`src/rtl/core/sfd_pkg.sv`:
```
package sfd_pkg;

	localparam int unsigned ADDR_W = 4;

	localparam logic [7:0] SYNC_BYTE = 8'hFC;
	localparam logic [7:0] END_BYTE  = 8'hDF;
	localparam logic [7:0] TYPE_MIN  = 8'd1;
	localparam logic [7:0] TYPE_MAX  = 8'd5;

	localparam logic [1:0] REG_GYRO   = 2'd0;
	localparam logic [1:0] REG_ACCEL  = 2'd1;
	localparam logic [1:0] REG_ORIENT = 2'd2;

	localparam logic [2:0] GYRO_RST   = 3'd3;
	localparam logic [2:0] ACCEL_RST  = 3'd4;
	localparam logic [2:0] ORIENT_RST = 3'd5;

	typedef enum logic [2:0] {
		PH_HUNT  = 3'd0,
		PH_TYPE  = 3'd1,
		PH_DATA  = 3'd2,
		PH_CHECK = 3'd3,
		PH_END   = 3'd4
	} phase_t;

	typedef struct packed {
		logic [2:0]  frame_type;
		logic [15:0] word_zero;
		logic [15:0] word_one;
		logic [15:0] word_two;
		logic [15:0] word_three;
	} frame_t;

	typedef struct packed {
		logic [2:0] gyro;
		logic [2:0] accel;
		logic [2:0] orient;
	} type_codes_t;

endpackage

```
`src/rtl/core/sfd_if.sv`:
```
interface sfd_byte_if;
	logic       valid;
	logic       ready;
	logic [7:0] rx_byte;

	modport source (output valid, output rx_byte, input ready);
	modport sink (input valid, input rx_byte, output ready);
endinterface

interface sfd_result_if;
	logic        valid;
	logic        ready;
	logic [2:0]  frame_type;
	logic [15:0] word_zero;
	logic [15:0] word_one;
	logic [15:0] word_two;
	logic [15:0] word_three;
	logic        imu_set_complete;

	modport source (
		output valid, output frame_type, output word_zero, output word_one,
		output word_two, output word_three, output imu_set_complete, input ready
	);
	modport sink (
		input valid, input frame_type, input word_zero, input word_one,
		input word_two, input word_three, input imu_set_complete, output ready
	);
endinterface

```
`src/rtl/core/sfd_cfg.sv`:
```
module sfd_cfg (
	input  logic                       clk,
	input  logic                       arst_n,
	input  logic                       psel,
	input  logic                       penable,
	input  logic                       pwrite,
	input  logic [sfd_pkg::ADDR_W-1:0] paddr,
	input  logic [31:0]                pwdata,
	output logic [31:0]                prdata,
	output logic                       pready,
	output sfd_pkg::type_codes_t       codes
);

	sfd_pkg::type_codes_t codes_q;
	logic [1:0]           reg_idx;
	logic                 wr_en;

	assign pready  = 1'b1;
	assign reg_idx = paddr[3:2];
	assign wr_en   = psel & penable & pwrite;
	assign codes   = codes_q;

	always_ff @(posedge clk or negedge arst_n) begin
		if (!arst_n) begin
			codes_q.gyro   <= sfd_pkg::GYRO_RST;
			codes_q.accel  <= sfd_pkg::ACCEL_RST;
			codes_q.orient <= sfd_pkg::ORIENT_RST;
		end else if (wr_en) begin
			case (reg_idx)
				sfd_pkg::REG_GYRO:   codes_q.gyro   <= pwdata[2:0];
				sfd_pkg::REG_ACCEL:  codes_q.accel  <= pwdata[2:0];
				sfd_pkg::REG_ORIENT: codes_q.orient <= pwdata[2:0];
				default: ;
			endcase
		end
	end

	always_comb begin
		case (reg_idx)
			sfd_pkg::REG_GYRO:   prdata = {29'd0, codes_q.gyro};
			sfd_pkg::REG_ACCEL:  prdata = {29'd0, codes_q.accel};
			sfd_pkg::REG_ORIENT: prdata = {29'd0, codes_q.orient};
			default:             prdata = 32'd0;
		endcase
	end

endmodule

```
`src/rtl/core/sfd_parser.sv`:
```
module sfd_parser (
	input  logic              clk,
	input  logic              arst_n,
	sfd_byte_if.sink          byte_ch,
	input  logic              q_full,
	output logic              push,
	output sfd_pkg::frame_t   frame
);

	sfd_pkg::phase_t phase_q;
	sfd_pkg::phase_t phase_d;
	logic [2:0]      count_q;
	logic [7:0]      check_q;
	logic [2:0]      type_q;
	logic [7:0]      store_q [8];

	logic       take;
	logic [7:0] b;
	logic       type_ok;
	logic       load_sync;
	logic       load_type;
	logic       load_data;

	assign b       = byte_ch.rx_byte;
	assign take    = byte_ch.valid & byte_ch.ready;
	assign type_ok = b inside {[sfd_pkg::TYPE_MIN:sfd_pkg::TYPE_MAX]};

	assign byte_ch.ready = (phase_q != sfd_pkg::PH_END) | ~q_full;

	always_comb begin
		case (phase_q)
			sfd_pkg::PH_TYPE:  phase_d = type_ok ? sfd_pkg::PH_DATA : sfd_pkg::PH_HUNT;
			sfd_pkg::PH_DATA:  phase_d = (count_q == 3'd7) ? sfd_pkg::PH_CHECK
			                                              : sfd_pkg::PH_DATA;
			sfd_pkg::PH_CHECK: phase_d = (b == check_q) ? sfd_pkg::PH_END : sfd_pkg::PH_HUNT;
			sfd_pkg::PH_END:   phase_d = sfd_pkg::PH_HUNT;
			default:           phase_d = (b == sfd_pkg::SYNC_BYTE) ? sfd_pkg::PH_TYPE
			                                                      : sfd_pkg::PH_HUNT;
		endcase
	end

	always_comb begin
		load_sync = 1'b0;
		load_type = 1'b0;
		load_data = 1'b0;
		push      = 1'b0;
		case (phase_q)
			sfd_pkg::PH_TYPE:  load_type = take & type_ok;
			sfd_pkg::PH_DATA:  load_data = take;
			sfd_pkg::PH_CHECK: ;
			sfd_pkg::PH_END:   push = take & (b == sfd_pkg::END_BYTE);
			default:           load_sync = take & (b == sfd_pkg::SYNC_BYTE);
		endcase
	end

	always_ff @(posedge clk or negedge arst_n) begin
		if (!arst_n) begin
			phase_q <= sfd_pkg::PH_HUNT;
			count_q <= 3'd0;
			check_q <= 8'd0;
			type_q  <= 3'd0;
		end else if (take) begin
			phase_q <= phase_d;
			if (load_sync) begin
				check_q <= sfd_pkg::SYNC_BYTE;
			end
			if (load_type) begin
				type_q  <= b[2:0];
				check_q <= check_q ^ b;
				count_q <= 3'd0;
			end
			if (load_data) begin
				check_q <= check_q ^ b;
				count_q <= count_q + 3'd1;
			end
		end
	end

	always_ff @(posedge clk) begin
		if (load_data) begin
			store_q[count_q] <= b;
		end
	end

	assign frame.frame_type = type_q;
	assign frame.word_zero  = {store_q[0], store_q[1]};
	assign frame.word_one   = {store_q[2], store_q[3]};
	assign frame.word_two   = {store_q[4], store_q[5]};
	assign frame.word_three = {store_q[6], store_q[7]};

endmodule

```
`src/rtl/core/sfd_queue.sv`:
```
module sfd_queue #(
	parameter int unsigned DEPTH = 2
) (
	input  logic            clk,
	input  logic            arst_n,
	input  logic            push,
	input  sfd_pkg::frame_t push_data,
	input  logic            pop,
	output sfd_pkg::frame_t pop_data,
	output logic            full,
	output logic            empty
);

	localparam int unsigned AW = (DEPTH > 1) ? $clog2(DEPTH) : 1;
	localparam int unsigned CW = $clog2(DEPTH + 1);
	localparam logic [AW-1:0] LAST = AW'(DEPTH - 1);

	sfd_pkg::frame_t mem_q [DEPTH];
	logic [AW-1:0]   wr_ptr_q;
	logic [AW-1:0]   rd_ptr_q;
	logic [CW-1:0]   cnt_q;
	logic            do_push;
	logic            do_pop;

	assign full     = (cnt_q == CW'(DEPTH));
	assign empty    = (cnt_q == '0);
	assign do_push  = push & ~full;
	assign do_pop   = pop & ~empty;
	assign pop_data = mem_q[rd_ptr_q];

	always_ff @(posedge clk or negedge arst_n) begin
		if (!arst_n) begin
			wr_ptr_q <= '0;
			rd_ptr_q <= '0;
			cnt_q    <= '0;
		end else begin
			if (do_push) begin
				wr_ptr_q <= (wr_ptr_q == LAST) ? '0 : wr_ptr_q + AW'(1);
			end
			if (do_pop) begin
				rd_ptr_q <= (rd_ptr_q == LAST) ? '0 : rd_ptr_q + AW'(1);
			end
			case ({do_push, do_pop})
				2'b10:   cnt_q <= cnt_q + CW'(1);
				2'b01:   cnt_q <= cnt_q - CW'(1);
				default: ;
			endcase
		end
	end

	always_ff @(posedge clk) begin
		if (do_push) begin
			mem_q[wr_ptr_q] <= push_data;
		end
	end

endmodule

```
`src/rtl/core/sfd_tracker.sv`:
```
module sfd_tracker (
	input  logic                 clk,
	input  logic                 arst_n,
	input  sfd_pkg::type_codes_t codes,
	input  logic                 q_empty,
	input  sfd_pkg::frame_t      q_data,
	output logic                 pop,
	sfd_result_if.source         frame_ch
);

	logic [2:0]      seen_q;
	logic [2:0]      hit;
	logic [2:0]      seen_n;
	logic            complete;
	logic            out_valid_q;
	logic            out_cmpl_q;
	sfd_pkg::frame_t out_q;

	assign pop = ~q_empty & (~out_valid_q | frame_ch.ready);

	always_comb begin
		hit = 3'b000;
		if (q_data.frame_type == codes.gyro) begin
			hit = 3'b001;
		end else if (q_data.frame_type == codes.accel) begin
			hit = 3'b010;
		end else if (q_data.frame_type == codes.orient) begin
			hit = 3'b100;
		end
	end

	assign seen_n   = seen_q | hit;
	assign complete = &seen_n;

	always_ff @(posedge clk or negedge arst_n) begin
		if (!arst_n) begin
			seen_q      <= 3'b000;
			out_valid_q <= 1'b0;
		end else begin
			if (pop) begin
				seen_q      <= complete ? 3'b000 : seen_n;
				out_valid_q <= 1'b1;
			end else if (frame_ch.ready) begin
				out_valid_q <= 1'b0;
			end
		end
	end

	always_ff @(posedge clk) begin
		if (pop) begin
			out_q      <= q_data;
			out_cmpl_q <= complete;
		end
	end

	assign frame_ch.valid            = out_valid_q;
	assign frame_ch.frame_type       = out_q.frame_type;
	assign frame_ch.word_zero        = out_q.word_zero;
	assign frame_ch.word_one         = out_q.word_one;
	assign frame_ch.word_two         = out_q.word_two;
	assign frame_ch.word_three       = out_q.word_three;
	assign frame_ch.imu_set_complete = out_cmpl_q;

endmodule

```
`src/rtl/core/serial_frame_deframer.sv`:
```
// Serial frame deframer. Takes one received byte per cycle on byte_ch and
// finds 12-byte frames (0xFC, type 1..5, eight payload bytes, XOR check over
// all earlier bytes, 0xDF); each good frame gives one request on frame_ch
// with its type, four big-endian payload words and the IMU set flag. Bytes
// are accepted back to back, one per cycle; byte_ch.ready drops only while the
// parser waits for an end byte and the frame queue (QUEUE_DEPTH entries) is
// full. An accepted end byte writes the frame into the queue, and from there
// it moves to the output register behind frame_ch.valid. The type codes of
// the three IMU kinds are set through the APB port at byte addresses 0x0, 0x4
// and 0x8 and are to be written only while no frame is in flight.
module serial_frame_deframer #(
	parameter int unsigned QUEUE_DEPTH = 2
) (
	input  logic                       clk,
	input  logic                       arst_n,
	sfd_byte_if.sink                   byte_ch,
	sfd_result_if.source               frame_ch,
	input  logic                       psel,
	input  logic                       penable,
	input  logic                       pwrite,
	input  logic [sfd_pkg::ADDR_W-1:0] paddr,
	input  logic [31:0]                pwdata,
	output logic [31:0]                prdata,
	output logic                       pready
);

	sfd_pkg::type_codes_t  codes;
	sfd_pkg::frame_t       push_frame;
	sfd_pkg::frame_t       pop_frame;
	logic                  q_push;
	logic                  q_full;
	logic                  q_empty;
	logic                  q_pop;

	sfd_cfg u_cfg (
		.clk     (clk),
		.arst_n  (arst_n),
		.psel    (psel),
		.penable (penable),
		.pwrite  (pwrite),
		.paddr   (paddr),
		.pwdata  (pwdata),
		.prdata  (prdata),
		.pready  (pready),
		.codes   (codes)
	);

	sfd_parser u_parser (
		.clk     (clk),
		.arst_n  (arst_n),
		.byte_ch (byte_ch),
		.q_full  (q_full),
		.push    (q_push),
		.frame   (push_frame)
	);

	sfd_queue #(
		.DEPTH (QUEUE_DEPTH)
	) u_queue (
		.clk       (clk),
		.arst_n    (arst_n),
		.push      (q_push),
		.push_data (push_frame),
		.pop       (q_pop),
		.pop_data  (pop_frame),
		.full      (q_full),
		.empty     (q_empty)
	);

	sfd_tracker u_tracker (
		.clk      (clk),
		.arst_n   (arst_n),
		.codes    (codes),
		.q_empty  (q_empty),
		.q_data   (pop_frame),
		.pop      (q_pop),
		.frame_ch (frame_ch)
	);

`ifndef ASSERT_OFF
	a_no_overflow: assert property (@(posedge clk) disable iff (!arst_n)
		q_push |-> !q_full)
		else $error("frame queue overflow");

	a_push_lands: assert property (@(posedge clk) disable iff (!arst_n)
		q_push |=> !q_empty)
		else $error("pushed frame missing from queue");

	a_pop_nonempty: assert property (@(posedge clk) disable iff (!arst_n)
		q_pop |-> !q_empty)
		else $error("pop from empty frame queue");
`endif

endmodule

```
`src/flat_wrapper.sv`:
```
// flat-port wrapper written by rule: the top's interface ports become plain ports
module serial_frame_deframer_flat 
#(
	parameter int unsigned QUEUE_DEPTH = 2
)
  (clk, arst_n, psel, penable, pwrite, paddr, pwdata, prdata, pready, byte_ch_valid, byte_ch_rx_byte, byte_ch_ready, frame_ch_valid, frame_ch_frame_type, frame_ch_word_zero, frame_ch_word_one, frame_ch_word_two, frame_ch_word_three, frame_ch_imu_set_complete, frame_ch_ready);
  sfd_byte_if byte_ch_i ();
  sfd_result_if frame_ch_i ();
  input  logic clk;
  input  logic arst_n;
  input  logic psel;
  input  logic penable;
  input  logic pwrite;
  input  logic [sfd_pkg::ADDR_W-1:0] paddr;
  input  logic [31:0] pwdata;
  output logic [31:0] prdata;
  output logic pready;
  input wire logic [$bits(byte_ch_i.valid)-1:0] byte_ch_valid;
  input wire logic [$bits(byte_ch_i.rx_byte)-1:0] byte_ch_rx_byte;
  output wire logic [$bits(byte_ch_i.ready)-1:0] byte_ch_ready;
  output wire logic [$bits(frame_ch_i.valid)-1:0] frame_ch_valid;
  output wire logic [$bits(frame_ch_i.frame_type)-1:0] frame_ch_frame_type;
  output wire logic [$bits(frame_ch_i.word_zero)-1:0] frame_ch_word_zero;
  output wire logic [$bits(frame_ch_i.word_one)-1:0] frame_ch_word_one;
  output wire logic [$bits(frame_ch_i.word_two)-1:0] frame_ch_word_two;
  output wire logic [$bits(frame_ch_i.word_three)-1:0] frame_ch_word_three;
  output wire logic [$bits(frame_ch_i.imu_set_complete)-1:0] frame_ch_imu_set_complete;
  input wire logic [$bits(frame_ch_i.ready)-1:0] frame_ch_ready;
  assign byte_ch_i.valid = byte_ch_valid;
  assign byte_ch_i.rx_byte = byte_ch_rx_byte;
  assign byte_ch_ready = byte_ch_i.ready;
  assign frame_ch_valid = frame_ch_i.valid;
  assign frame_ch_frame_type = frame_ch_i.frame_type;
  assign frame_ch_word_zero = frame_ch_i.word_zero;
  assign frame_ch_word_one = frame_ch_i.word_one;
  assign frame_ch_word_two = frame_ch_i.word_two;
  assign frame_ch_word_three = frame_ch_i.word_three;
  assign frame_ch_imu_set_complete = frame_ch_i.imu_set_complete;
  assign frame_ch_i.ready = frame_ch_ready;
  serial_frame_deframer #(.QUEUE_DEPTH(QUEUE_DEPTH)) u_core (.clk(clk), .arst_n(arst_n), .byte_ch(byte_ch_i), .frame_ch(frame_ch_i), .psel(psel), .penable(penable), .pwrite(pwrite), .paddr(paddr), .pwdata(pwdata), .prdata(prdata), .pready(pready));
endmodule
```
`config.mk`:
```
export PLATFORM = sky130hd
export DESIGN_NAME = serial_frame_deframer_flat
export DESIGN_NICKNAME = d
export VERILOG_FILES = /design/src/rtl/core/sfd_pkg.sv /design/src/rtl/core/sfd_if.sv /design/src/rtl/core/sfd_cfg.sv /design/src/rtl/core/sfd_parser.sv /design/src/rtl/core/sfd_queue.sv /design/src/rtl/core/sfd_tracker.sv /design/src/rtl/core/serial_frame_deframer.sv /design/src/flat_wrapper.sv
export SDC_FILE = /design/constraint.sdc
export NUM_CORES = 1
export LEC_CHECK = 0
export BUFFER_PORTS_ARGS = -buffer_cell sky130_fd_sc_hd__buf_2
export CORE_ASPECT_RATIO = 0.8
export CORE_MARGIN = 5
export CORE_UTILIZATION = 57
export DETAILED_ROUTE_END_ITERATION = 6
export PLACE_DENSITY = 0.89
export SETUP_SLACK_MARGIN = 0.4
export SLEW_MARGIN = 20
export SYNTH_ARGS = -nofsm -noshare
export SYNTH_HDL_FRONTEND = slang
export SYNTH_SLANG_ARGS = --single-unit
```
`constraint.sdc`:
```
create_clock -name clk -period 10.6 [get_ports clk]
set_clock_uncertainty 0.2 [all_clocks]
set_input_delay 0.53 -clock clk [delete_from_list [all_inputs] [get_ports clk]]
set_output_delay 0.53 -clock clk [all_outputs]
set_load 0.05 [all_outputs]
```
# Yosys cells after proc, flatten, opt, wreduce, memory -nomap -nowiden
# Memories as Yosys holds them, arrays and structs flattened.
# Index checks and enable logic that the tools add are counted.
# W data, S select, Z words.
[word_totals] ff_bits=102 ram_bits=198 input_bits=51 output_inout_bits=103 elab_cells=103 mem_count=2
[op_classes] addsub=5 n_lt_le_gt_ge=2 n_eq_ne=17 muxes=28 bitwise=16 n_reduce_logical=15
[memory_table] name="u_core.u_queue.mem_q" words=2 width=67 rd=1 rd_ports_with_merged_regs=0 write_ports=1 line_no="sfd_queue.sv:18" rtl="sfd_pkg::frame_t mem_q [DEPTH];"
[memory_table] name="u_core.u_parser.store_q" words=8 width=8 rd=8 rd_ports_with_merged_regs=0 write_ports=1 line_no="sfd_parser.sv:15" rtl="logic [7:0] store_q [8];"
[ops] op="$mux W8" count=3
[ops] op="$mux W3" count=7
[ops] op="$eq A8 B8 Y1 const B" count=2
[ops] op="$mux W1" count=14
[ops] op="$pmux W3 S4" count=1
[ops] op="$reduce_and A2 Y1" count=6
[ops] op="$and A1 B1 Y1" count=9
[ops] op="$eq A3 B3 Y1" count=3
[ops] op="$pmux W3 S3" count=1
[ops] op="$eq A8 B8 Y1" count=1
[ops] op="$ge A8 B1 Y1 const B" count=1
[ops] op="$le A8 B3 Y1 const B" count=1
[ops] op="$xor A8 B8 Y8" count=1
[ops] op="$eq A2 B2 Y1 const B" count=3
[ops] op="$eq A3 B2 Y1 const B" count=2
[ops] op="$eq A3 B3 Y1 const B" count=2
[ops] op="$reduce_bool A2 Y1" count=3
[ops] op="$eq A2 B1 Y1 const B" count=2
[ops] op="$logic_not A2 Y1" count=2
[ops] op="$pmux W2 S2" count=1
[ops] op="$reduce_or A4 Y1" count=1
[ops] op="$add A3 B1 Y3 const B" count=1
[ops] op="$eq A3 B1 Y1 const B" count=1
[ops] op="$ne A3 B3 Y1 const B" count=1
[ops] op="10 further kinds" count=14

# Logic depth before layout (Yosys ltp)
[depth] ltp_word=9 mapped_depth=9 ltp_nobuf=8

# By module
# From an unflattened synthesis, not the netlist that was laid out.
[unflattened] cells_unflattened=566 hier_area_um2=11155.7
[modules_own_cells] module="sfd_queue" n_inst=1 cells_per_inst=227 area_per_inst_um2=5119.9 seq_area_each_um2=4124.0
[modules_own_cells] module="sfd_parser" n_inst=1 cells_per_inst=166 area_per_inst_um2=2944.1 seq_area_each_um2=2347.3
[modules_own_cells] module="sfd_tracker" n_inst=1 cells_per_inst=108 area_per_inst_um2=2409.8 seq_area_each_um2=2142.1
[modules_own_cells] module="sfd_cfg" n_inst=1 cells_per_inst=65 area_per_inst_um2=681.9 seq_area_each_um2=231.5

# Least setup slack after synthesis
# No wires, ideal clock.
[synth_path] path_kind="reg-to-reg" startpoint="reg u_core.u_queue.cnt_q[1]" endpoint="mem u_core.u_queue.mem_q[0][0] (netlist name) (enable)" setup_ps=493 t_arrival_ps=4534 required_time_ps=9907 setup_slack_ps=5373 stages_incl_launch_ff=7 path_buffers=1 period_less_slack_ps=5227 path_cell_list="dfrtp_1 nor2b_1 nand3_1 and2_1 clkbuf_1 nand4_1 nor2_1"
[synth_between] elab_chain_cells=9
[synth_lines] element="from (decl)" line_no="sfd_queue.sv:21" rtl="logic [CW-1:0] cnt_q;"
[synth_lines] element="from (signal assigned)" line_no="sfd_queue.sv:44" rtl="2'b10: cnt_q <= cnt_q + CW'(1);"
[synth_lines] element="from (signal assigned)" line_no="sfd_queue.sv:45" rtl="2'b01: cnt_q <= cnt_q - CW'(1);"
[synth_lines] element="$eq A2 B2 Y1" line_no="sfd_queue.sv:25" rtl="assign full = (cnt_q == CW'(DEPTH));"
[synth_lines] element="$not A1 Y1" line_no="sfd_parser.sv:28" rtl="assign byte_ch.ready = (phase_q != sfd_pkg::PH_END) | ~q_full;"
[synth_lines] element="$or A1 B1 Y1" line_no="sfd_parser.sv:28"
[synth_lines] element="net byte_ch_ready" line_no="flat_wrapper.sv:20" rtl="output wire logic [$bits(byte_ch_i.ready)-1:0] byte_ch_ready;"
[synth_lines] element="$and A1 B1 Y1" line_no="sfd_parser.sv:25" rtl="assign take = byte_ch.valid & byte_ch.ready;"
[synth_lines] element="$and A1 B1 Y1" line_no="sfd_parser.sv:51" rtl="sfd_pkg::PH_END: push = take & (b == sfd_pkg::END_BYTE);"
[synth_lines] element="$mux W1" line_no="sfd_parser.sv:47" rtl="case (phase_q)"
[synth_lines] element="$and A1 B1 Y1" line_no="sfd_queue.sv:27" rtl="assign do_push = push & ~full;"
[synth_lines] element="$mux W1" line_no="sfd_queue.sv:52" rtl="if (do_push) begin"
[synth_lines] element="$mux W1 (not written as such)" line_no="sfd_queue.sv:53" rtl="mem_q[wr_ptr_q] <= push_data;"
[synth_lines] element="to (decl)" line_no="sfd_queue.sv:18"
# The timed path passes the listed nets, and every way through them passes these cells.

# Worst setup path after layout
[layout_path] startpoint="reg u_core.u_queue.cnt_q[1]" endpoint="mem u_core.u_queue.mem_q[0][61] (netlist name) (enable)"
[layout_between] elab_chain_cells=9
[layout_lines] element="$eq A2 B2 Y1 *" line_no="sfd_queue.sv:25"
[layout_lines] element="$not A1 Y1 *" line_no="sfd_parser.sv:28, sfd_queue.sv:27"
[layout_lines] element="$or A1 B1 Y1" line_no="sfd_parser.sv:28"
[layout_lines] element="$and A1 B1 Y1" line_no="sfd_parser.sv:25"
[layout_lines] element="$and A1 B1 Y1" line_no="sfd_parser.sv:51"
[layout_lines] element="$mux W1" line_no="sfd_parser.sv:47"
[layout_lines] element="$and A1 B1 Y1 *" line_no="sfd_queue.sv:27"
[layout_lines] element="$mux W1 *" line_no="sfd_queue.sv:52"
[layout_lines] element="$mux W1 (not written as such) *" line_no="sfd_queue.sv:53"
# Every way passes the cells marked *; elsewhere a longest branch is shown, timed or not.

==> flow_summary.toml <==
[clocking]
numCtsBuffers = 28
cts_tree = "done"
htree_levels = 1
postCtsSetupBuffers = 0
cts.sinks = 300
clkTransAtPathRegs_ns = 0.07
clk_path_buf_depth = 3
worstSkewPairLatency_ns = 0.54
cts_root_buf = "clkbuf_16"

[power_and_ir_drop]
vdd_ir_drop_max_mv = 0.135
power_density_nw_per_um2 = 208
p_leak_nw = 4.36

[route]
ant_nets = 0
drt_iter0_drc = 480
totalWireLength_um = 20200
dr_total_vias = 5311
wire_per_inst_um = 20.9
vias_per_cell = 5.49
firstDrtPassIters = 6
drc = 0

[sta]
fin_setup_tns_ns = 0
report.final.hold_viol_count = 0
rsz0062_at_grt = "false"
worstMarginPinSlew_ns = 1.01
fin_crit_ns = 3.61
period_share_pct = 34.1
finalMaxSlewViolations = 0
relSlewSlack_pct = 32.4
setup_violations = 0
fmax_mhz = 277
setup_ws_ns = 6.99

[cells_and_area]
drive_gt1_share_pct = 31.7
finalInstanceArea_um2 = 12600
nets = 742
diodes = 0
final_core_util_pct = 66.2
layoutNonFillerInstCount = 968
n_fill_cell = 1174
syn2layout_area_growth_pct = 14.2

[synth]
synth_cell_types = 40
synth_seq_area_share_pct = 80.3
synth_most_common_cell = "edfxtp_1"
synth_edf_count = 266
synth.top_cell.area_share_pct = 72.6
synthCells = 576
synth_ff_type = "edfxtp_1"
yosysTopAreaCell = "edfxtp_1"
synthTopCellsByCount = "266 x edfxtp_1, 78 x mux2_2, 30 x buf_4, 29 x dfrtp_1, 20 x nor2_1"
async_flop_share_pct = 11.3
ys_warn_count = 0
ys_ff_latch = 300
avgSynthCellArea_um2 = 19.1
netlist_area_um2 = 11000
synthTopCellsByArea = "edfxtp_1 73%, mux2_2 8.0%, dfrtp_1 6.6%"

[worst_setup_path]
crit_path_end_kind = "flop"
crit_family = "simple AND/OR/NAND/NOR gates"
cp-start-kind = "flop"
required_ns = 10.57
crit_type = "reg2reg"
path_cells = "nor2b_1 -> nand3_1 -> and2_1 -> nand4_1 -> nor2_4 -> buf_4"
cp_num_buf_inv = 1
cp_max_fo = 39
crit_slowest_cell = "nor2_4"
arrival_ns = 3.58
slowest_delay_ns = 0.81

[floorplan]
ioPinCount = 154
die_w_um = 165
start_util_pct = 58.0
core_area_um2 = 19000
dieArea_um2 = 22200
die_height_um = 134
rows = 45

[grt]
gr-usage-met3_pct = 3.38
met2_usage_pct = 29.6
grt_max_degree = 77
use_met1_pct = 25.5
grt_pass1_vias = 5471
grt_pass1_wl_um = 30700
grt_util_all_layers_pct = 18.1
grt-ovfl-total = 0
antenna_found_initial = 0
busiest_layer = "met2"

[placement]
gp_congestion = 0.819
dp_hpwl_um = 11500
placed_cells = 914
io_buffers = 92
dpl_worst_slack_ns = 7.04
dpl_cell_area_um2 = 11700

[worst_hold_path]
hold_class = "in2reg"

[job]
maxCapViolations = 0

[outcome]
status = "complete, no violations"
cell families after synthesis:
group	after synthesis	share of synthesized area, %
flops	300	80.3
mux	84	8.87
simple gates	84	3.88
buf+inv	50	2.81
compound gates	33	2.10
xor+xnor	20	1.59
fa+ha+maj	3	0.341
other cells	2	0.0682
per-stage QoR:
stage / hold slack, ns / total power, W
final: 0.0776 / 0.00262
after global routing: 0.0590 / 0.00271
after CTS: 0.0355 / 0.00262
after detailed placement: 0.232 / 0.00169
after global placement: 0.222 / 0.00167
after floorplan: 0.0344 / 0.00163
sequential cells by signal (all words and copies together), names as in the netlist:
| register | cells |
|---|---|
| u_core.u_queue.rd_ptr_q | 1 |
| u_core.u_tracker.frame_ch.frame_type | 3 |
| u_core.u_tracker.frame_ch.word_three | 16 |
| u_core.u_parser.check_q | 8 |
| u_core.u_parser.phase_q | 3 |
| u_core.u_queue.mem_q | 134 |
| u_core.u_parser.count_q | 3 |
| u_core.u_tracker.frame_ch.imu_set_complete | 1 |
| u_core.u_parser.type_q | 3 |
| u_core.u_tracker.frame_ch.word_one | 16 |
| u_core.u_parser.store_q | 64 |
| u_core.u_cfg.codes | 9 |
| u_core.u_queue.cnt_q | 2 |
| u_core.u_tracker.frame_ch.word_two | 16 |
| u_core.u_tracker.frame_ch.word_zero | 16 |
| u_core.u_queue.wr_ptr_q | 1 |
| u_core.u_tracker.frame_ch.valid | 1 |
| u_core.u_tracker.seen_q | 3 |
per-layer routing:
| layer | up-vias | routed length (um) |
|---|---|---|
| met5 | - | 0 |
| met1 | 2649 | 8270 |
| li1 | 2359 | - |
| met4 | 0 | 531 |
| met2 | 258 | 9970 |
| met3 | 45 | 1430 |
worst paths after layout:
path                                               start                     endpoint  slack [ns]  cells past startpoint
setup / recovery                 u_core.u_queue.cnt_q[1]  u_core.u_queue.mem_q[0][61]        6.99                      6
hold / removal                                 pwdata[0]        u_core.u_cfg.codes[0]        0.08                      2
setup reg to reg                 u_core.u_queue.cnt_q[1]  u_core.u_queue.mem_q[0][61]        6.99                      6
hold reg to reg            u_core.u_parser.store_q[7][0]   u_core.u_queue.mem_q[1][0]        0.25                      0
max in group asynchronous                         arst_n      u_core.u_queue.rd_ptr_q        9.22                      2
min in group asynchronous                         arst_n        u_core.u_cfg.codes[1]        0.41                      2
layout by cell type (no fill, tap or decap), types with 5 or more instances in the layout:
master / netlist / routed
a21oi_1: 6 / 6
and2_1: 5 / 5
buf_2: 1 / 92
clkbuf_1: 10 / 7
clkbuf_16: 0 / 29
clkinv_1: 0 / 7
clkinv_2: 0 / 6
conb_1: 2 / 30
dfrtp_1: 29 / 28
dfstp_2: 5 / 5
edfxtp_1: 266 / 266
inv_1: 8 / 8
mux2_2: 78 / 78
nand2_1: 18 / 18
nand2b_1: 5 / 5
nand3_1: 8 / 8
nor2_1: 20 / 18
nor2b_1: 5 / 5
o21ai_0: 6 / 6
o22a_1: 6 / 6
xnor2_1: 15 / 15
xor2_1: 5 / 5
final cells by class:
cell class                 count  area [um2]  area share, %
multi-input combinational    254        1990           15.9
tap                          258         323           2.57
clock inverter                15        95.1          0.757
inverter                       8        30.0          0.239
sequential                   300        8850           70.4
clock buffer                  37         766           6.09
timing repair buffer          96         513           4.08
what timing repair did:
| action | in CTS | in global routing |
|---|---|---|
| hold buffers | 1 | 0 |
| gates resized for setup | 0 | 0 |
| hold endpoints to repair | 29 | 0 |
power by group:
| part | switching (W) | internal [W] | total (W) |
|---|---|---|---|
| registers | 0.0000622 | 0.00135 | 0.00141 |
| clock network | 0.000406 | 0.000531 | 0.000937 |
| logic | 0.000169 | 0.000101 | 0.000270 |
| total | 0.000637 | 0.00198 | 0.00262 |
No activity file was read; power rests on OpenSTA's default activity.
